### src/rtl/tasms_pkg.sv
`default_nettype none

package tasms_pkg;

    // Defaults for the top-level parameters.
    localparam int POSITION_WIDTH_DEF = 16;
    localparam int TIMER_WIDTH_DEF    = 20;

    // Fixed field widths of the streams and of the registers.
    localparam int TARGET_WIDTH    = 16;
    localparam int HALF_WIDTH      = 20;
    localparam int UNIT_WIDTH      = 8;
    localparam int IN_DATA_WIDTH   = 40;
    localparam int IN_USER_WIDTH   = 2;
    localparam int OUT_DATA_WIDTH  = 8;
    localparam int RESULT_WIDTH    = 6;
    localparam int APB_ADDR_WIDTH  = 4;
    localparam int APB_DATA_WIDTH  = 32;

    // Command codes carried on the input tuser.
    localparam logic [IN_USER_WIDTH-1:0] OP_TICK = 2'd0;
    localparam logic [IN_USER_WIDTH-1:0] OP_MOVE = 2'd1;
    localparam logic [IN_USER_WIDTH-1:0] OP_HOME = 2'd2;

    // Register indexes (byte address divided by four).
    localparam logic [1:0] REG_HALF_PERIOD = 2'd0;
    localparam logic [1:0] REG_MM_PER_PULSE = 2'd1;
    localparam logic [1:0] REG_DEG_PER_PULSE = 2'd2;

    // Register reset values.
    localparam logic [HALF_WIDTH-1:0] HALF_PERIOD_RESET = 20'd500000;
    localparam logic [UNIT_WIDTH-1:0] UNIT_RESET        = 8'd1;

    // Sequencer of the shared divider.
    typedef enum logic [2:0] {
        CTRL_IDLE,
        CTRL_ABS,
        CTRL_DIV_X,
        CTRL_DIV_A,
        CTRL_DONE
    } ctrl_state_t;

    // Motion mode of the step generator.
    typedef enum logic [1:0] {
        MODE_IDLE,
        MODE_MOVE,
        MODE_HOME
    } seq_mode_t;

endpackage

`default_nettype wire

### src/rtl/two_axis_stepper_move_sequencer_core.sv
// Two-axis step/direction sequencer for a translation and a rotation stepper.
// Input stream: one beat per event. tuser carries the command code (tick of one
// microsecond, move, home); tdata carries the move targets and the sampled home
// switch. Every accepted beat produces exactly one output beat with the step
// and direction pin levels, the busy flag and a flag for a dropped command.
// Ticks, home commands, unknown codes and commands dropped while busy give their
// output beat in the cycle after acceptance. A move command taken while idle is
// worked through one shared restoring divider, one quotient bit per cycle,
// translation first and rotation second; the beat is written once both
// divisions are done, and s_axis_tready stays low until the sequencer is idle.
// The output beat sits in a register, so a new input beat is taken in the same
// cycle in which the previous output beat leaves; while the receiver stalls
// with a full output register, s_axis_tready is low and nothing is lost.
// Reset clears positions, pulse counters and the sequencer, drives all pins
// forward and low, and loads the registers with their defaults (half period
// of 500000 ticks, one unit per pulse on both axes). No clearing pass is needed.
// Registers on the APB port: 0x0 half period, 0x4 mm per pulse, 0x8 degrees
// per pulse; write them only while no move or homing is in progress.
`default_nettype none

module two_axis_stepper_move_sequencer_core #(
    parameter int POSITION_WIDTH = tasms_pkg::POSITION_WIDTH_DEF,
    parameter int TIMER_WIDTH    = tasms_pkg::TIMER_WIDTH_DEF
) (
    input  wire                                      clk,
    input  wire                                      rst_n,
    // Input stream.
    input  wire                                      s_axis_tvalid,
    output logic                                     s_axis_tready,
    // tdata: target_x [15:0], target_angle [31:16], home_switch [32], zero [39:33]
    input  wire  [tasms_pkg::IN_DATA_WIDTH-1:0]      s_axis_tdata,
    // tuser: opcode [1:0]
    input  wire  [tasms_pkg::IN_USER_WIDTH-1:0]      s_axis_tuser,
    // Output stream.
    output logic                                     m_axis_tvalid,
    input  wire                                      m_axis_tready,
    // tdata: step_translate [0], step_rotate [1], dir_translate_back [2],
    //        dir_rotate_back [3], busy_res [4], command_ignored [5], zero [7:6]
    output logic [tasms_pkg::OUT_DATA_WIDTH-1:0]     m_axis_tdata,
    // Register port.
    input  wire                                      psel,
    input  wire                                      penable,
    input  wire                                      pwrite,
    input  wire  [tasms_pkg::APB_ADDR_WIDTH-1:0]     paddr,
    input  wire  [tasms_pkg::APB_DATA_WIDTH-1:0]     pwdata,
    output logic [tasms_pkg::APB_DATA_WIDTH-1:0]     prdata,
    output logic                                     pready
);

    // Magnitude of a delta, width of the divider, and width of the pulse counters.
    localparam int MAG_W   = (POSITION_WIDTH > tasms_pkg::TARGET_WIDTH) ?
                             POSITION_WIDTH : tasms_pkg::TARGET_WIDTH;
    localparam int DELTA_W = MAG_W + 1;
    localparam int CNT_W   = POSITION_WIDTH + 1;
    localparam int DCNT_W  = $clog2(MAG_W);
    localparam int UW      = tasms_pkg::UNIT_WIDTH;
    localparam int HW      = tasms_pkg::HALF_WIDTH;
    localparam logic [32:0] TIMER_TOP = (33'd1 << TIMER_WIDTH) - 33'd1;

    // Stream fields.
    logic                                  in_fire;
    logic                                  out_fire;
    logic [tasms_pkg::IN_USER_WIDTH-1:0]   opcode;
    logic signed [tasms_pkg::TARGET_WIDTH-1:0] target_x;
    logic signed [tasms_pkg::TARGET_WIDTH-1:0] target_angle;
    logic                                  home_switch;

    // Registers.
    logic [HW-1:0]  half_period_reg;
    logic [UW-1:0]  mm_per_pulse_reg;
    logic [UW-1:0]  deg_per_pulse_reg;
    logic           cfg_write;

    // Sequencer and motion state.
    tasms_pkg::ctrl_state_t ctrl_state_reg, ctrl_state_next;
    tasms_pkg::seq_mode_t   mode_reg, mode_next;
    logic [1:0]                        dir_reg, dir_next;
    logic                              step_reg, step_next;
    logic [TIMER_WIDTH-1:0]            phase_reg, phase_next;
    logic [CNT_W-1:0]                  cnt_t_reg, cnt_t_next;
    logic [CNT_W-1:0]                  cnt_r_reg, cnt_r_next;
    logic signed [POSITION_WIDTH-1:0]  pos_x_reg, pos_x_next;
    logic signed [POSITION_WIDTH-1:0]  pos_a_reg, pos_a_next;

    // Move preparation and divider.
    logic signed [DELTA_W-1:0] delta_x_reg, delta_x_next;
    logic signed [DELTA_W-1:0] delta_a_reg, delta_a_next;
    logic [MAG_W-1:0]          mag_a_reg, mag_a_next;
    logic [MAG_W-1:0]          mag_x;
    logic [MAG_W-1:0]          mag_a;
    logic                      back_x_reg, back_x_next;
    logic                      back_a_reg, back_a_next;
    logic [MAG_W-1:0]          div_q_reg, div_q_next;
    logic [UW-1:0]             div_r_reg, div_r_next;
    logic [DCNT_W-1:0]         div_cnt_reg, div_cnt_next;
    logic [MAG_W-1:0]          quo_x_reg, quo_x_next;
    logic                      div_last;
    logic [UW-1:0]             unit_sel;
    logic [UW-1:0]             divisor;
    logic [UW:0]               div_shift;
    logic [UW+1:0]             div_diff;
    logic                      div_ok;
    logic [UW-1:0]             div_r_step;
    logic [MAG_W-1:0]          div_q_step;
    logic [CNT_W+MAG_W-1:0]    quo_x_wide;
    logic [CNT_W+MAG_W-1:0]    quo_a_wide;

    // Pulse timing.
    logic [32:0]               half_sat;
    logic [TIMER_WIDTH-1:0]    half_eff;
    logic [TIMER_WIDTH-1:0]    phase_inc;
    logic                      phase_done;
    logic [CNT_W-1:0]          cnt_t_dec;
    logic [CNT_W-1:0]          cnt_r_dec;

    // Output register.
    logic                                 out_valid_reg, out_valid_next;
    logic [tasms_pkg::RESULT_WIDTH-1:0]   out_data_reg, out_data_next;
    logic                                 res_write;
    logic                                 res_ignored;
    logic                                 go_idle;
    logic                                 clear_pos;

    // Pin levels seen after an item: the active axis is translation while its
    // pulses remain (or while homing), then rotation.
    function automatic logic [tasms_pkg::RESULT_WIDTH-1:0] pin_levels(
        input tasms_pkg::seq_mode_t mode,
        input logic [CNT_W-1:0]     cnt_t,
        input logic [CNT_W-1:0]     cnt_r,
        input logic                 step,
        input logic [1:0]           dir,
        input logic                 ignored
    );
        logic mv;
        logic t_act;
        logic r_act;
        mv    = (mode == tasms_pkg::MODE_MOVE);
        t_act = (mode == tasms_pkg::MODE_HOME) || (mv && (cnt_t != '0));
        r_act = mv && (cnt_t == '0) && (cnt_r != '0);
        return {ignored, (mode != tasms_pkg::MODE_IDLE), r_act & dir[1], t_act & dir[0],
                r_act & step, t_act & step};
    endfunction

    assign opcode       = s_axis_tuser;
    assign target_x     = s_axis_tdata[15:0];
    assign target_angle = s_axis_tdata[31:16];
    assign home_switch  = s_axis_tdata[32];

    assign s_axis_tready = (ctrl_state_reg == tasms_pkg::CTRL_IDLE) &&
                           (!out_valid_reg || m_axis_tready);
    assign in_fire       = s_axis_tvalid && s_axis_tready;
    assign out_fire      = out_valid_reg && m_axis_tready;
    assign m_axis_tvalid = out_valid_reg;
    assign m_axis_tdata  = {{(tasms_pkg::OUT_DATA_WIDTH - tasms_pkg::RESULT_WIDTH){1'b0}},
                            out_data_reg};

    // ------------------------------------------------------------------
    // Register port. Writes complete in the access phase; pready is tied high.
    // ------------------------------------------------------------------
    assign pready    = 1'b1;
    assign cfg_write = psel && penable && pwrite && pready;

    always_ff @(posedge clk or negedge rst_n)
    begin
        if (!rst_n)
        begin
            half_period_reg   <= tasms_pkg::HALF_PERIOD_RESET;
            mm_per_pulse_reg  <= tasms_pkg::UNIT_RESET;
            deg_per_pulse_reg <= tasms_pkg::UNIT_RESET;
        end
        else if (cfg_write)
        begin
            unique case (paddr[3:2])
                tasms_pkg::REG_HALF_PERIOD:   half_period_reg   <= pwdata[HW-1:0];
                tasms_pkg::REG_MM_PER_PULSE:  mm_per_pulse_reg  <= pwdata[UW-1:0];
                tasms_pkg::REG_DEG_PER_PULSE: deg_per_pulse_reg <= pwdata[UW-1:0];
                default: ;
            endcase
        end
    end

    always_comb
    begin
        unique case (paddr[3:2])
            tasms_pkg::REG_HALF_PERIOD:
                prdata = {{(tasms_pkg::APB_DATA_WIDTH - HW){1'b0}}, half_period_reg};
            tasms_pkg::REG_MM_PER_PULSE:
                prdata = {{(tasms_pkg::APB_DATA_WIDTH - UW){1'b0}}, mm_per_pulse_reg};
            tasms_pkg::REG_DEG_PER_PULSE:
                prdata = {{(tasms_pkg::APB_DATA_WIDTH - UW){1'b0}}, deg_per_pulse_reg};
            default:
                prdata = '0;
        endcase
    end

    // ------------------------------------------------------------------
    // Shared divider: one restoring step per cycle. The remainder stays below
    // the divisor, so eight bits hold it; a unit of zero divides as one.
    // ------------------------------------------------------------------
    assign unit_sel   = (ctrl_state_reg == tasms_pkg::CTRL_DIV_A) ? deg_per_pulse_reg
                                                                 : mm_per_pulse_reg;
    assign divisor    = (unit_sel == '0) ? UW'(1) : unit_sel;
    assign div_shift  = {div_r_reg, div_q_reg[MAG_W-1]};
    assign div_diff   = {1'b0, div_shift} - {2'b00, divisor};
    assign div_ok     = !div_diff[UW+1];
    assign div_r_step = div_ok ? div_diff[UW-1:0] : div_shift[UW-1:0];
    assign div_q_step = {div_q_reg[MAG_W-2:0], div_ok};
    assign div_last   = (div_cnt_reg == DCNT_W'(MAG_W - 1));

    // Absolute deltas, and quotients cut to the pulse counter width.
    assign mag_x      = delta_x_reg[DELTA_W-1] ? MAG_W'(-delta_x_reg) : MAG_W'(delta_x_reg);
    assign mag_a      = delta_a_reg[DELTA_W-1] ? MAG_W'(-delta_a_reg) : MAG_W'(delta_a_reg);
    assign quo_x_wide = {{CNT_W{1'b0}}, quo_x_reg};
    assign quo_a_wide = {{CNT_W{1'b0}}, div_q_reg};

    // ------------------------------------------------------------------
    // Pulse timing: a half period of zero acts as one tick, and values above
    // the timer range saturate. A wrapped phase counter also ends the half.
    // ------------------------------------------------------------------
    assign half_sat   = ({13'b0, half_period_reg} > TIMER_TOP) ? TIMER_TOP
                                                               : {13'b0, half_period_reg};
    assign half_eff   = (half_sat == '0) ? TIMER_WIDTH'(1) : TIMER_WIDTH'(half_sat);
    assign phase_inc  = phase_reg + TIMER_WIDTH'(1);
    assign phase_done = (phase_inc >= half_eff) || (phase_inc == '0);

    // At the end of a low half, translation pulses are spent first.
    assign cnt_t_dec  = (cnt_t_reg != '0) ? cnt_t_reg - CNT_W'(1) : cnt_t_reg;
    assign cnt_r_dec  = ((cnt_t_reg == '0) && (cnt_r_reg != '0)) ? cnt_r_reg - CNT_W'(1)
                                                                 : cnt_r_reg;

    // ------------------------------------------------------------------
    // Sequencer next state.
    // ------------------------------------------------------------------
    always_comb
    begin
        ctrl_state_next = ctrl_state_reg;
        unique case (ctrl_state_reg)
            tasms_pkg::CTRL_IDLE:
            begin
                if (in_fire && (opcode == tasms_pkg::OP_MOVE) &&
                    (mode_reg == tasms_pkg::MODE_IDLE))
                begin
                    ctrl_state_next = tasms_pkg::CTRL_ABS;
                end
            end
            tasms_pkg::CTRL_ABS:
                ctrl_state_next = tasms_pkg::CTRL_DIV_X;
            tasms_pkg::CTRL_DIV_X:
            begin
                if (div_last)
                begin
                    ctrl_state_next = tasms_pkg::CTRL_DIV_A;
                end
            end
            tasms_pkg::CTRL_DIV_A:
            begin
                if (div_last)
                begin
                    ctrl_state_next = tasms_pkg::CTRL_DONE;
                end
            end
            tasms_pkg::CTRL_DONE:
                ctrl_state_next = tasms_pkg::CTRL_IDLE;
            default:
                ctrl_state_next = tasms_pkg::CTRL_IDLE;
        endcase
    end

    // ------------------------------------------------------------------
    // Sequencer outputs: motion state, divider and result register.
    // ------------------------------------------------------------------
    always_comb
    begin
        mode_next    = mode_reg;
        dir_next     = dir_reg;
        step_next    = step_reg;
        phase_next   = phase_reg;
        cnt_t_next   = cnt_t_reg;
        cnt_r_next   = cnt_r_reg;
        pos_x_next   = pos_x_reg;
        pos_a_next   = pos_a_reg;
        delta_x_next = delta_x_reg;
        delta_a_next = delta_a_reg;
        mag_a_next   = mag_a_reg;
        back_x_next  = back_x_reg;
        back_a_next  = back_a_reg;
        div_q_next   = div_q_reg;
        div_r_next   = div_r_reg;
        div_cnt_next = div_cnt_reg;
        quo_x_next   = quo_x_reg;
        res_write    = 1'b0;
        res_ignored  = 1'b0;
        go_idle      = 1'b0;
        clear_pos    = 1'b0;

        unique case (ctrl_state_reg)
            tasms_pkg::CTRL_IDLE:
            begin
                if (in_fire)
                begin
                    res_write = 1'b1;
                    unique case (opcode)
                        tasms_pkg::OP_MOVE:
                        begin
                            if (mode_reg != tasms_pkg::MODE_IDLE)
                            begin
                                res_ignored = 1'b1;
                            end
                            else
                            begin
                                // The beat is answered once both divisions are done.
                                res_write    = 1'b0;
                                delta_x_next = DELTA_W'(target_x) - DELTA_W'(pos_x_reg);
                                delta_a_next = DELTA_W'(target_angle) - DELTA_W'(pos_a_reg);
                                pos_x_next   = POSITION_WIDTH'(target_x);
                                pos_a_next   = POSITION_WIDTH'(target_angle);
                            end
                        end
                        tasms_pkg::OP_HOME:
                        begin
                            if (mode_reg != tasms_pkg::MODE_IDLE)
                            begin
                                res_ignored = 1'b1;
                            end
                            else if (home_switch)
                            begin
                                clear_pos = 1'b1;
                                go_idle   = 1'b1;
                            end
                            else
                            begin
                                mode_next  = tasms_pkg::MODE_HOME;
                                dir_next   = 2'b01;
                                step_next  = 1'b1;
                                phase_next = '0;
                            end
                        end
                        tasms_pkg::OP_TICK:
                        begin
                            if (mode_reg != tasms_pkg::MODE_IDLE)
                            begin
                                phase_next = phase_inc;
                                if (phase_done)
                                begin
                                    phase_next = '0;
                                    if (step_reg)
                                    begin
                                        step_next = 1'b0;
                                    end
                                    else if (mode_reg == tasms_pkg::MODE_HOME)
                                    begin
                                        // Homing checks the switch after each full pulse.
                                        if (home_switch)
                                        begin
                                            clear_pos = 1'b1;
                                            go_idle   = 1'b1;
                                        end
                                        else
                                        begin
                                            step_next = 1'b1;
                                        end
                                    end
                                    else
                                    begin
                                        cnt_t_next = cnt_t_dec;
                                        cnt_r_next = cnt_r_dec;
                                        if ((cnt_t_dec == '0) && (cnt_r_dec == '0))
                                        begin
                                            go_idle = 1'b1;
                                        end
                                        else
                                        begin
                                            step_next = 1'b1;
                                        end
                                    end
                                end
                            end
                        end
                        default: ;
                    endcase
                end
            end
            tasms_pkg::CTRL_ABS:
            begin
                back_x_next  = delta_x_reg[DELTA_W-1];
                back_a_next  = delta_a_reg[DELTA_W-1];
                mag_a_next   = mag_a;
                div_q_next   = mag_x;
                div_r_next   = '0;
                div_cnt_next = '0;
            end
            tasms_pkg::CTRL_DIV_X:
            begin
                div_q_next   = div_q_step;
                div_r_next   = div_r_step;
                div_cnt_next = div_cnt_reg + DCNT_W'(1);
                if (div_last)
                begin
                    // Keep the translation quotient and start on rotation.
                    quo_x_next   = div_q_step;
                    div_q_next   = mag_a_reg;
                    div_r_next   = '0;
                    div_cnt_next = '0;
                end
            end
            tasms_pkg::CTRL_DIV_A:
            begin
                div_q_next   = div_q_step;
                div_r_next   = div_r_step;
                div_cnt_next = div_cnt_reg + DCNT_W'(1);
            end
            tasms_pkg::CTRL_DONE:
            begin
                res_write  = 1'b1;
                cnt_t_next = quo_x_wide[CNT_W-1:0];
                cnt_r_next = quo_a_wide[CNT_W-1:0];
                if ((quo_x_wide[CNT_W-1:0] == '0) && (quo_a_wide[CNT_W-1:0] == '0))
                begin
                    go_idle = 1'b1;
                end
                else
                begin
                    mode_next  = tasms_pkg::MODE_MOVE;
                    dir_next   = {back_a_reg, back_x_reg};
                    step_next  = 1'b1;
                    phase_next = '0;
                end
            end
            default: ;
        endcase

        if (clear_pos)
        begin
            pos_x_next = '0;
            pos_a_next = '0;
        end
        if (go_idle)
        begin
            mode_next  = tasms_pkg::MODE_IDLE;
            dir_next   = 2'b00;
            step_next  = 1'b0;
            phase_next = '0;
            cnt_t_next = '0;
            cnt_r_next = '0;
        end

        // The output register empties when taken and fills with each result.
        out_valid_next = out_valid_reg && !out_fire;
        out_data_next  = out_data_reg;
        if (res_write)
        begin
            out_valid_next = 1'b1;
            out_data_next  = pin_levels(mode_next, cnt_t_next, cnt_r_next, step_next,
                                        dir_next, res_ignored);
        end
    end

    // ------------------------------------------------------------------
    // Control and motion state.
    // ------------------------------------------------------------------
    always_ff @(posedge clk or negedge rst_n)
    begin
        if (!rst_n)
        begin
            ctrl_state_reg <= tasms_pkg::CTRL_IDLE;
            mode_reg       <= tasms_pkg::MODE_IDLE;
            dir_reg        <= 2'b00;
            step_reg       <= 1'b0;
            phase_reg      <= '0;
            cnt_t_reg      <= '0;
            cnt_r_reg      <= '0;
            pos_x_reg      <= '0;
            pos_a_reg      <= '0;
            div_cnt_reg    <= '0;
            out_valid_reg  <= 1'b0;
        end
        else
        begin
            ctrl_state_reg <= ctrl_state_next;
            mode_reg       <= mode_next;
            dir_reg        <= dir_next;
            step_reg       <= step_next;
            phase_reg      <= phase_next;
            cnt_t_reg      <= cnt_t_next;
            cnt_r_reg      <= cnt_r_next;
            pos_x_reg      <= pos_x_next;
            pos_a_reg      <= pos_a_next;
            div_cnt_reg    <= div_cnt_next;
            out_valid_reg  <= out_valid_next;
        end
    end

    // Payload registers of the divider and of the output beat.
    always_ff @(posedge clk)
    begin
        delta_x_reg  <= delta_x_next;
        delta_a_reg  <= delta_a_next;
        mag_a_reg    <= mag_a_next;
        back_x_reg   <= back_x_next;
        back_a_reg   <= back_a_next;
        div_q_reg    <= div_q_next;
        div_r_reg    <= div_r_next;
        quo_x_reg    <= quo_x_next;
        out_data_reg <= out_data_next;
    end

endmodule

`default_nettype wire

### config.mk
export PLATFORM = sky130hd
export DESIGN_NAME = two_axis_stepper_move_sequencer_core
export DESIGN_NICKNAME = d
export VERILOG_FILES = /design/src/rtl/tasms_pkg.sv /design/src/rtl/two_axis_stepper_move_sequencer_core.sv
export SDC_FILE = /design/constraint.sdc
export NUM_CORES = 1
export LEC_CHECK = 0
export BUFFER_PORTS_ARGS = -buffer_cell sky130_fd_sc_hd__buf_2
export CAP_MARGIN = 5
export CELL_PAD_IN_SITES_DETAIL_PLACEMENT = 0
export CELL_PAD_IN_SITES_GLOBAL_PLACEMENT = 2
export CORE_MARGIN = 2
export CORE_UTILIZATION = 41
export CTS_CLUSTER_DIAMETER = 120
export CTS_CLUSTER_SIZE = 28
export DETAILED_ROUTE_END_ITERATION = 7
export PLACE_DENSITY = 0.94
export SLEW_MARGIN = 10
export SYNTH_ARGS = -nofsm -noshare
export SYNTH_HDL_FRONTEND = slang
export SYNTH_SLANG_ARGS = --single-unit
### constraint.sdc
create_clock -name clk -period 9.7 [get_ports clk]
set_clock_uncertainty 0.2 [all_clocks]
set_input_delay 0.97 -clock clk [delete_from_list [all_inputs] [get_ports clk]]
set_output_delay 0.97 -clock clk [all_outputs]
set_load 0.005 [all_outputs]
# Word-level counts from Yosys, hierarchy flattened
# Index checks and enable logic that the tools add are counted.
classes:
  n_addsub: 9
  order_cmp: 1
  n_eq_ne: 22
  muxes: 104
  n_bitwise: 5
  reduce_logical: 54
ops:
  columns: ["cell", "count"]
  rows:
  - ["$mux W17", 16]
  - ["$mux W16", 13]
  - ["$mux W20", 8]
  - ["$logic_not A17 Y1", 6]
  - ["$pmux W20 S2", 2]
  - ["$pmux W17 S2", 2]
  - ["$reduce_bool A17 Y1", 4]
  - ["$pmux W20 S3", 1]
  - ["$pmux W16 S3", 1]
  - ["$sub A16 B16 Y17", 2]
  - ["$sub A17 B1 Y17 const B", 2]
  - ["$logic_not A33 Y1", 1]
  - ["$mux W8", 4]
  - ["$neg A16 Y16", 2]
  - ["$mux W1", 30]
  - ["$mux W2", 12]
  - ["$pmux W8 S3", 1]
  - ["$add A20 B1 Y20 const B", 1]
  - ["$ge A20 B20 Y1", 1]
  - ["$logic_not A20 Y1", 1]
  - ["$logic_and A1 B1 Y1", 14]
  - ["$ne A4 B4 Y1 const B", 3]
  - ["$pmux W1 S2", 6]
  - ["$pmux W3 S4", 1]
  - ["30 further kinds", 61]
totals:
  ff_bits: 233
  inputBits: 85
  out_inout_bits: 43
  elab_cells: 219

# Logic depth before layout (Yosys ltp)
# Gate-level depths: netlist of run 1.
depth:
  ltp_word: 18
  depth_mapped: 23
  ltp_nobuf: 19

# Least setup slack after synthesis of run 1
# Ideal clock, no wire load.
synth_timing:
  path_kind: "register to register"
  from: "register phase_reg[0]"
  to: "register out_data_reg[1] in the netlist's numbering (data pin)"
  setup_ns: 0.255
  t_arrival_ns: 4.549
  required_time_ns: 9.245
  path_slack_ns: 4.697
  stages_incl_launch_ff: 21
  path_buffers: 3
  period_less_slack_ns: 5.003
  cell_sequence: "dfrtp_1 > and4_4 > and2_4 > clkbuf_1 > inv_1 > nor2_1 > and3_1 > xor2_1 > ha_1 > nand4_1 > or4_1 > o211ai_1 > o21ai_1 > buf_2 > clkbuf_1 > nor4_1 > xnor2_1 > nor2_1 > nor4_1 > a311oi_1 > and2_1"
synth_via:
  elab_chain_len: 13
  word_cells_on_any_way: 34
  classes_between: "1 x add/sub; 1 x order compare; 1 x eq/ne; 24 x mux; 1 x bitwise; 6 x reduce/logical"
synth_rtl:
  columns: ["item", "line_no", "source"]
  rows:
  - ["from (decl)", "two_axis_stepper_move_sequencer_core.sv:79", "logic [TIMER_WIDTH-1:0] phase_reg, phase_next;"]
  - ["from (signal assigned)", "two_axis_stepper_move_sequencer_core.sv:483", "phase_reg <= phase_next;"]
  - ["$add A20 B1 Y20 *", "two_axis_stepper_move_sequencer_core.sv:223", "assign phase_inc = phase_reg + TIMER_WIDTH'(1);"]
  - ["$ge A20 B20 Y1 or $logic_not A20 Y1 (tied branches)", "two_axis_stepper_move_sequencer_core.sv:224", "assign phase_done = (phase_inc >= half_eff) || (phase_inc == '0);"]
  - ["$logic_or A1 B1 Y1 *", "two_axis_stepper_move_sequencer_core.sv:224", null]
  - ["$mux W1 or $mux W17 (tied branches)", "two_axis_stepper_move_sequencer_core.sv:343", "if (phase_done)"]
  - ["$mux W1 or $mux W17 (tied branches)", "two_axis_stepper_move_sequencer_core.sv:340", "if (mode_reg != tasms_pkg::MODE_IDLE)"]
  - ["$pmux W1 S2 or $mux W17 (tied branches)", "two_axis_stepper_move_sequencer_core.sv:302", "unique case (opcode)"]
  - ["$mux W1 or $mux W17 (tied branches)", "two_axis_stepper_move_sequencer_core.sv:299", "if (in_fire)"]
  - ["$pmux W1 S2 or $pmux W17 S2 (tied branches)", "two_axis_stepper_move_sequencer_core.sv:296", "unique case (ctrl_state_reg)"]
  - ["$mux W17 or $mux W2 (tied branches)", "two_axis_stepper_move_sequencer_core.sv:437", "if (go_idle)"]
  - ["$logic_not A17 Y1 or $eq A2 B1 Y1 (tied branches)", "two_axis_stepper_move_sequencer_core.sv:139, two_axis_stepper_move_sequencer_core.sv:137", null]
  - ["$logic_and A1 B1 Y1 (2 in series)", "two_axis_stepper_move_sequencer_core.sv:139", "r_act = mv && (cnt_t == '0) && (cnt_r != '0);"]
  - ["$and A1 B1 Y1 *", "two_axis_stepper_move_sequencer_core.sv:141", "r_act & step, t_act & step};"]
  - ["to (signal assigned)", "two_axis_stepper_move_sequencer_core.sv:504", "out_data_reg <= out_data_next;"]
  - ["to (decl)", "two_axis_stepper_move_sequencer_core.sv:118", "logic [tasms_pkg::RESULT_WIDTH-1:0] out_data_reg, out_data_next;"]
# Mark *: on every way between the ends. The rest lies on a longest branch, timed or not.
# A chain may end at the register's enable or synchronous reset.

# Worst setup path after layout of run 1
# Same ends and word-level chain as after synthesis.

==> results of run 1 <==
## layout make-up
cell class / instances / area, um^2
Clock buffer: 17 / 319
Multi-Input combinational cell: 1230 / 7720
Timing Repair Buffer: 110 / 604
Tap cell: 461 / 577
Clock inverter: 3 / 36.3
Sequential cell: 233 / 6330
Fill cell: 3559 / 19600
Inverter: 102 / 383
## routing by layer
| metal | wire length [um] | GRT usage | up-vias | share of wire |
|---|---|---|---|---|
| met4 | 1000 | 0.0513 | 0 | 0.026 |
| met3 | 1680 | 0.0190 | 60 | 0.044 |
| li1 | - | - | 5937 | - |
| met5 | 0 | 0 | - | 0 |
| met2 | 18300 | 0.341 | 311 | 0.48 |
| met1 | 17300 | 0.276 | 5883 | 0.45 |
## critical path, stage by stage, from the launching register on
cell,delay (ns)
dfrtp_1,0.56
ha_1,0.37
nand4_1,0.30
nor4_1,0.31
nand2_1,0.11
xnor2_1,0.16
ha_1,0.30
nand4_1,0.16
or4_1,0.58
o211ai_1,0.18
buf_4,0.23
o21ai_1,0.09
buf_4,0.25
o21a_1,0.20
o221a_1,0.23
nor4_1,0.48
nand4_1,0.29
a311oi_1,0.42
and2_1,0.18
## logic make-up (layout without fill, tap and decap cells)
kind of cell	Yosys count	count (layout)
and+or+nand+nor	649	649
AOI/OAI and AO/OA	373	373
DFF	233	233
buffers and inverters	196	232
adders and majority gates	75	75
xor gates and xnor gates	71	71
muxes	47	47
other	2	15
## path summary, 6_finish.rpt
path | endpoint | slack [ns] | depth (start not counted)
worst max-delay path | out_data_reg[1] | 3.95 | 18
worst min-delay path | pos_a_reg[1] | 0.26 | 1
worst max register to register | out_data_reg[1] | 3.95 | 18
worst min register to register | div_cnt_reg[3] | 0.30 | 1
max in group asynchronous | cnt_t_reg[3] | 7.57 | 2
min in group clk | div_cnt_reg[3] | 0.30 | 1
## cells in the final DEF, fill, tap and decap left out, types with 19 or more instances in the layout
cell type  synthesis  routed
o31ai_1           22      22
xnor2_1           54      54
nand4_1           24      24
dfrtp_1          126     126
ha_1              72      72
nand3_1           36      36
buf_4             17      19
edfxtp_1          98      98
mux2i_1           28      28
nand2b_1          23      23
a31oi_1           29      29
or3_1             21      21
inv_1            100     100
mux2_2            19      19
a21oi_1           84      83
nand2_1          214     214
o21ai_0          106     106
buf_2              8      90
nor2b_1           23      22
nor4_1            32      32
nor3_1            57      55
nor2_1           138     138
## metrics by stage
step,area (um^2),utilization
final,16000,0.449
after global routing,16000,0.449
after CTS,16000,0.449
after detailed placement,15600,0.439
after global placement,15600,0.439
after floorplan,14900,-
## power by group through the flow
stage | Clock, uW | Combinational (uW) | Sequential (uW)
3_3_place_gp | 0 | 255 | 1120
2_1_floorplan | 0 | 178 | 1110
4_1_cts | 594 | 261 | 1100
3_5_place_dp | 0 | 260 | 1120
6_report | 577 | 259 | 1100
5_1_grt | 629 | 296 | 1110
==> results.sh, run 1 <==
export IMPL_clk_pin_slew_ns=0.12
export IMPL_drive_gt1_frac=0.111
export IMPL_finalNonFillerCells=2156
export IMPL_grt_total_usage=0.201
export IMPL_critPathLaunch="phase_reg[0]"
export IMPL_grt_max_degree=70
export IMPL_p_seq_frac=0.569
export IMPL_synth_mux_area_frac=0.0334
export IMPL_max_slew_margin_rel=0.217
export IMPL_end_kind="register"
export IMPL_drv_slew=0
export IMPL_first_global_vias=11600
export IMPL_synth_seq_cells=233
export IMPL_cts_buffers=12
export IMPL_synth_edf_count=98
export IMPL_cp_start_kind="register"
export IMPL_rsz0062_at_grt="false"
export IMPL_p_leak_uw=0.00646
export IMPL_ys_types=89
export IMPL_hold_class="input pin to async pin"
export IMPL_synth_compound_area_frac=0.160
export IMPL_fin_crit_sh=0.593
export IMPL_hold_buffers=0
export IMPL_dp_slack_ns=4.02
export IMPL_ctsResizeCount=0
export IMPL_synthToLayoutAreaGrowth_pct=7.80
export IMPL_via_count=12200
export IMPL_clockBufferDepth=3
export IMPL_postRouteWirelength_um=38300
export IMPL_synth_common_cells="nand2_1 (214), nor2_1 (138), dfrtp_1 (126)"
export IMPL_ys_warnings_count=0
export IMPL_die_y_um=194
export IMPL_post_cts_buffers=0
export IMPL_synthSimpleGateAreaFrac=0.216
export IMPL_io_pins=128
export IMPL_cts_tree="yes"
export IMPL_drc=0
export IMPL_row_count=69
export IMPL_vias_per_cell=5.65
export IMPL_clk_latency_ns=0.50
export IMPL_synth_top_family_by_area="simple AND/OR/NAND/NOR gates"
export IMPL_finalCriticalPeriod_ns=5.75
export IMPL_clkPwrFrac=0.298
export IMPL_synth_xor_area_share=0.0420
export IMPL_syn_inst=1646
export IMPL_drt_iter0_drc=900
export IMPL_htree_levels=1
export IMPL_hold_slack_ns=0.264
export IMPL_synth_area_leaders="dfrtp_1 (21%), edfxtp_1 (20%), ha_1 (6.1%), nand2_1 (5.4%), o21ai_0 (3.6%)"
export IMPL_finalHoldViolCount=0
export IMPL_swShare=0.265
export IMPL_finalSetupViolations=0
export IMPL_cap_violations=0
export IMPL_required_ns=9.87
export IMPL_critPathArrivalTime_ns=5.92
export IMPL_yosysMostFrequentCell="nand2_1"
export IMPL_root_buffer="clkbuf_16"
export IMPL_place_congestion=0.893
export IMPL_wire_per_inst_um=17.8
export IMPL_power_share_combinational=0.133
export IMPL_fin_nets=1849
export IMPL_power_density_mw_per_mm2=121
export IMPL_fin_setup_tns_ns=0
export IMPL_internal_power_uw=1420
export IMPL_grt_pass1_wl_um=62200
export IMPL_path_max_fanout=20
export IMPL_die_x_um=194
export IMPL_synth_top_area_frac=0.213
export IMPL_ys_flop_type="dfrtp_1"
export IMPL_ir_worst_vdd_mv=0.103
export IMPL_die_area_mm2=0.0377
export IMPL_antenna_left=0
export IMPL_port_buffers=91
export IMPL_worstMarginPinSlew_ns=1.17
export IMPL_yosysTopAreaCell="dfrtp_1"
export IMPL_cts_sinks=233
export IMPL_synth_area_mm2=0.0148
export IMPL_p_total_uw=1940
export IMPL_grt_remaining_overflow=0
export IMPL_n_antenna_cell=0
export IMPL_avgSynthCellArea_um2=9.00
export IMPL_power_net_switching_uw=513
export IMPL_async_flop_share=0.579
export IMPL_coreArea_mm2=0.0356
export IMPL_worst_slack_ns=3.95
export IMPL_dp_hpwl_um=28400
export IMPL_antenna_found_initial=0
export IMPL_start_util=0.416
export IMPL_firstDrtPassIters=5
export IMPL_fmax_mhz=174
export IMPL_synth_adder_area_share=0.0649
export IMPL_r2r_start="phase_reg[0]"
export IMPL_status="finished, final reports clean"
export IMPL_crit_type="register to register"
export IMPL_dp_cells=2136
export IMPL_ys_seq_area_frac=0.427
(Power assumes the default switching activity.)
==> run 2: changes to the inputs <==
- CORE_UTILIZATION: 41 -> 34
- PLACE_DENSITY: 0.94 -> 0.85
- clock period: 9.7 -> 4.7 ns (I/O delays scaled with it)
==> results.sh, run 2 (synthesis gave the netlist of run 1 again) <==
export IMPL_cpMostUsedCell="buf_4"
export IMPL_finalNonFillerCells=2487
export IMPL_hold_class="input pin to register"
export IMPL_critPathArrivalTime_ns=5.01
export IMPL_port_buffers=91
export IMPL_drt_iter0_drc=805
export IMPL_swShare=0.264
export IMPL_first_global_vias=12500
export IMPL_n_fill_cell=4167
export IMPL_n_antenna_cell=0
export IMPL_worst_slack_ns=-0.150
export IMPL_drive_gt1_frac=0.228
export IMPL_clockBufferDepth=3
export IMPL_p_seq_frac=0.548
export IMPL_cp_endpoint="out_data_reg[1]"
export IMPL_postRouteWirelength_um=43000
export IMPL_vias_per_cell=5.20
export IMPL_cts_tree="yes"
export IMPL_die_area_mm2=0.0453
export IMPL_finalHoldViolCount=0
export IMPL_max_slew_margin_rel=0.218
export IMPL_finalSetupViolations=4
export IMPL_r2r_end="out_data_reg[1]"
export IMPL_cp_start_kind="register"
export IMPL_critPathLaunch="phase_reg[0]"
export IMPL_status="finished with violations"
export IMPL_row_count=76
export IMPL_dp_cells=2392
export IMPL_crit_type="register to register"
export IMPL_die_y_um=213
export IMPL_dp_hpwl_um=31500
export IMPL_fin_crit_sh=1.03
export IMPL_start_util=0.344
export IMPL_antenna_found_initial=0
export IMPL_antenna_left=0
export IMPL_cp_top_family="simple AND/OR/NAND/NOR gates"
export IMPL_rsz0062_at_grt="true"
export IMPL_power_net_switching_uw=1090
export IMPL_power_density_mw_per_mm2=227
export IMPL_worstMarginPinSlew_ns=1.17
export IMPL_die_x_um=213
export IMPL_path_depth=20
export IMPL_cp_slowest_cell="or4_4"
export IMPL_internal_power_uw=3050
export IMPL_rrSetupSlack_ns=-0.15
export IMPL_grt_pass1_wl_um=68200
export IMPL_fmax_mhz=206
export IMPL_clkPwrFrac=0.299
export IMPL_htree_levels=1
export IMPL_via_count=12900
export IMPL_register_area_mm2=0.00633
export IMPL_root_buffer="clkbuf_16"
export IMPL_layout_commonest_cell="nand2_1"
export IMPL_path_cells="ha_2 > nand4_1 > buf_4 > nor4_4 > xor2_1 > ha_1 > nand4_1 > or4_4 > o211ai_1 > buf_4 > o21ai_4 > buf_6 > buf_4 > o41ai_1 > a31oi_1 > nor4bb_2 > nand4_1 > buf_4 > a311oi_2 > and2_1"
export IMPL_required_ns=4.86
export IMPL_rr_worst_depth=20
export IMPL_fin_nets=2056
export IMPL_power_share_combinational=0.154
export IMPL_grt_max_degree=110
export IMPL_final_cell_mix="nand2_1 (212), buf_4 (185), nor2_1 (133)"
export IMPL_place_congestion=0.895
export IMPL_clk_latency_ns=0.50
export IMPL_violations="setup timing"
export IMPL_finalCriticalPeriod_ns=4.85
export IMPL_synthToLayoutAreaGrowth_pct=23.2
export IMPL_path_max_fanout=7
export IMPL_ir_worst_vdd_mv=0.188
export IMPL_fin_setup_tns_ns=-0.466
export IMPL_cap_violations=0
export IMPL_finalInstanceArea_mm2=0.0183
export IMPL_grt_total_usage=0.190
export IMPL_drv_slew=0
export IMPL_multiInputGateArea_mm2=0.00810
export IMPL_clk_pin_slew_ns=0.11
export IMPL_placed_area_mm2=0.0168
export IMPL_end_kind="register"
export IMPL_critPathBufInv=5
export IMPL_p_leak_uw=0.00764
export IMPL_coreArea_mm2=0.0431
export IMPL_critPathMaxStageDelay_ns=0.51
export IMPL_cts_sinks=233
export IMPL_io_pins=128
export IMPL_grt_remaining_overflow=0
export IMPL_wire_per_inst_um=17.3
export IMPL_firstDrtPassIters=5
export IMPL_cts_buffers=12
export IMPL_drc=0
export IMPL_r2r_start="phase_reg[0]"
run 2: changes by cell type in the layout (fill, tap and decap cells not counted), moves of 6 or more:
cell,delta
dlygate4sd3_1,+19
o21ai_2,+6
nor4_1,-7
o21ai_0,-7
buf_6,+17
buf_4,+166
run 2: what timing repair did:
| action | 4_1_cts | 5_1_grt |
|---|---|---|
| cloned | 0 | 1 |
| resized for setup | 38 | 55 |
| hold buffers | 19 | 0 |
| hold endpoints to repair | 68 | 0 |
| pin swaps | 37 | 28 |
| buffers inserted | 48 | 10 |
| endpoints found under the setup margin | 47 | 55 |
run 2: power by group through the flow:
stage	combinational [uW]	sequential, uW	clock [uW]
floorplan	368	2290	0
global placement	583	2300	0
detailed placement	594	2310	0
CTS	633	2270	1290
global route	718	2280	1350
finish	636	2270	1240
run 2: worst min path at each step:
stage,start,end,cells after the start
after detailed placement,div_cnt_reg[3],div_cnt_reg[3],1
after global placement,div_cnt_reg[3],div_cnt_reg[3],1
after global routing,pwdata[15],half_period_reg[15],3
after floorplan,rst_n,cnt_r_reg[0],0
final,pwdata[8],half_period_reg[8],3
after CTS,s_axis_tdata[10],pos_x_reg[10],3
run 2: worst reg2reg max path: cells and delay by family, from the launching register on:
family | cells | cell delay, ns
buffers and inverters | 5 | 0.85
AND/OR/NAND/NOR | 7 | 1.72
adder cells (fa/ha/maj) | 2 | 0.51
AO/OA/AOI/OAI | 5 | 0.95
XOR/XNOR | 1 | 0.12
flip-flops | 1 | 0.40
run 2: per-stage QoR:
step	hold WS (ns)	power, uW	util	setup slack [ns]
after floorplan	-0.0256	2660	-	0.00819
after global routing	0.00481	4340	0.424	-0.343
after global placement	0.278	2890	0.390	-0.426
final	0.0139	4140	0.424	-0.150
after detailed placement	0.285	2900	0.390	-0.540
after CTS	0.0000260	4190	0.416	-0.0509
run 2: area by class of cell:
class / count / share of cell area
tap: 585 / 0.0401
inverter: 102 / 0.0211
timing repair buffer: 317 / 0.128
multi-input combinational: 1230 / 0.444
clock buffer: 18 / 0.0194
clock inverter: 2 / 0.00110
sequential: 233 / 0.347
run 2: layer usage:
layer / share of wire / up-vias / global-route usage
li1: - / 6368 / -
met1: 0.46 / 6196 / 0.265
met2: 0.46 / 313 / 0.310
met3: 0.048 / 62 / 0.0256
met4: 0.024 / 0 / 0.0514
met5: 0 / - / 0
==> run 3: changes to the inputs <==
- CAP_MARGIN: 5 -> not set
- CORE_UTILIZATION: 34 -> 41
- PLACE_DENSITY: 0.85 -> 0.94
- clock period: 4.7 -> 6.1 ns (I/O delays scaled with it)
==> results.sh, run 3 (synthesis gave the netlist of run 1 again) <==
export IMPL_status="finished, final reports clean"
export IMPL_p_seq_frac=0.555
export IMPL_finalCriticalPeriod_ns=5.54
export IMPL_grt_max_degree=69
export IMPL_row_count=69
export IMPL_clk_latency_ns=0.50
export IMPL_firstDrtPassIters=5
export IMPL_layout_commonest_cell="nand2_1"
export IMPL_postRouteWirelength_um=38300
export IMPL_drt_iter0_drc=778
export IMPL_critPathLaunch="phase_reg[5]"
export IMPL_max_slew_margin_rel=0.202
export IMPL_rrSetupSlack_ns=0.56
export IMPL_rr_worst_depth=17
export IMPL_internal_power_uw=2310
export IMPL_finalHoldViolCount=0
export IMPL_htree_levels=1
export IMPL_required_ns=6.16
export IMPL_drc=0
export IMPL_grt_remaining_overflow=0
export IMPL_die_y_um=194
export IMPL_clk_pin_slew_ns=0.11
export IMPL_hold_buffers=1
export IMPL_cts_buffers=13
export IMPL_start_util=0.416
export IMPL_ctsResizeCount=0
export IMPL_fin_crit_sh=0.909
export IMPL_port_buffers=91
export IMPL_power_density_mw_per_mm2=196
export IMPL_crit_type="register to register"
export IMPL_die_area_mm2=0.0377
export IMPL_antenna_found_initial=0
export IMPL_clkPwrFrac=0.313
export IMPL_clockBufferDepth=3
export IMPL_path_max_fanout=12
export IMPL_cp_start_kind="register"
export IMPL_cts_sinks=233
export IMPL_swShare=0.269
export IMPL_dp_hpwl_um=28700
export IMPL_p_leak_uw=0.00655
export IMPL_n_antenna_cell=0
export IMPL_end_kind="register"
export IMPL_drive_gt1_frac=0.119
export IMPL_fmax_mhz=180
export IMPL_wire_per_inst_um=17.6
export IMPL_synthToLayoutAreaGrowth_pct=8.92
export IMPL_first_global_vias=11700
export IMPL_vias_per_cell=5.58
export IMPL_critPathArrivalTime_ns=5.60
export IMPL_r2r_end="out_data_reg[0]"
export IMPL_antenna_left=0
export IMPL_grt_total_usage=0.200
export IMPL_coreArea_mm2=0.0356
export IMPL_cap_violations=0
export IMPL_root_buffer="clkbuf_16"
export IMPL_final_cell_mix="nand2_1 (214), nor2_1 (138), dfrtp_1 (126)"
export IMPL_worstMarginPinSlew_ns=1.19
export IMPL_finalNonFillerCells=2171
export IMPL_grt_pass1_wl_um=62100
export IMPL_io_pins=128
export IMPL_cp_endpoint="out_data_reg[0]"
export IMPL_cts_tree="yes"
export IMPL_rsz0062_at_grt="false"
export IMPL_dp_cells=2148
export IMPL_power_share_combinational=0.133
export IMPL_place_congestion=0.886
export IMPL_power_net_switching_uw=849
export IMPL_die_x_um=194
export IMPL_post_cts_buffers=0
export IMPL_ir_worst_vdd_mv=0.187
export IMPL_hold_class="input pin to register"
export IMPL_finalSetupViolations=0
export IMPL_r2r_start="phase_reg[5]"
export IMPL_via_count=12100
export IMPL_drv_slew=0
export IMPL_fin_nets=1863
export IMPL_fin_setup_tns_ns=0
==> run 3: changes by cell type in the layout (fill, tap and decap cells not counted), sizes merged <==
cell | previous run | this run
buf | 297 | 122
clkbuf | 19 | 17
clkinv | 0 | 2
dlygate4sd3 | 19 | 1
inv | 104 | 105
==> run 3: how the worst min path moves through the flow <==
stage	startpoint	endpoint	cells after the start	slack, ns
CTS	pwdata[13]	half_period_reg[13]	3	0.1
global route	pwdata[16]	half_period_reg[16]	3	0.11
global placement	div_cnt_reg[3]	div_cnt_reg[3]	1	0.28
finish	pwdata[18]	half_period_reg[18]	3	0.11
detailed placement	div_cnt_reg[3]	div_cnt_reg[3]	1	0.31
floorplan	rst_n	cnt_r_reg[0]	0	0.11
==> run 3: area by class of cell <==
cell class	instances	area (um^2)
fill	3637	19400
multi-input combinational	1230	7720
sequential	233	6330
timing repair buffer	123	717
tap	461	577
inverter	102	383
clock buffer	17	340
clock inverter	5	67.6
==> run 3: layer usage <==
layer / global-route usage / up-vias / routed length, um
li1: - / 5990 / -
met1: 0.275 / 5768 / 17400
met2: 0.336 / 290 / 18100
met3: 0.0228 / 68 / 1840
met4: 0.0525 / 0 / 1010
met5: 0 / - / 0
==> run 3: power groups by stage <==
stage / clock network, uW / logic (uW) / registers [uW]
2_1_floorplan: 0 / 284 / 1770
3_3_place_gp: 0 / 410 / 1780
3_5_place_dp: 0 / 421 / 1780
4_1_cts: 1020 / 424 / 1750
5_1_grt: 1080 / 477 / 1760
6_report: 986 / 419 / 1750
==> run 3: stage by stage <==
stage | hold WS, ns | cell area (um^2) | power, uW | util | setup slack [ns]
floorplan | 0.114 | 14900 | 2050 | - | 1.10
global placement | 0.275 | 15700 | 2190 | 0.442 | 0.663
detailed placement | 0.309 | 15700 | 2200 | 0.442 | 0.618
CTS | 0.100 | 16100 | 3200 | 0.454 | 0.600
global route | 0.113 | 16100 | 3310 | 0.454 | 0.101
finish | 0.108 | 16100 | 3160 | 0.454 | 0.557
==> run 3: critical path: stages, from the launching register on <==
cell      delay (ns)
dfrtp_1         0.54
nand4_1         0.39
nor4_1          0.48
nand2_1         0.12
xnor2_1         0.16
ha_1            0.29
nand4_1         0.15
or4_1           0.59
o211ai_1        0.30
buf_4           0.25
nor2_1          0.06
buf_4           0.19
nor4b_1         0.36
o21ai_1         0.16
a21oi_1         0.40
or2_1           0.34
nor3_1          0.13
nor2b_1         0.15
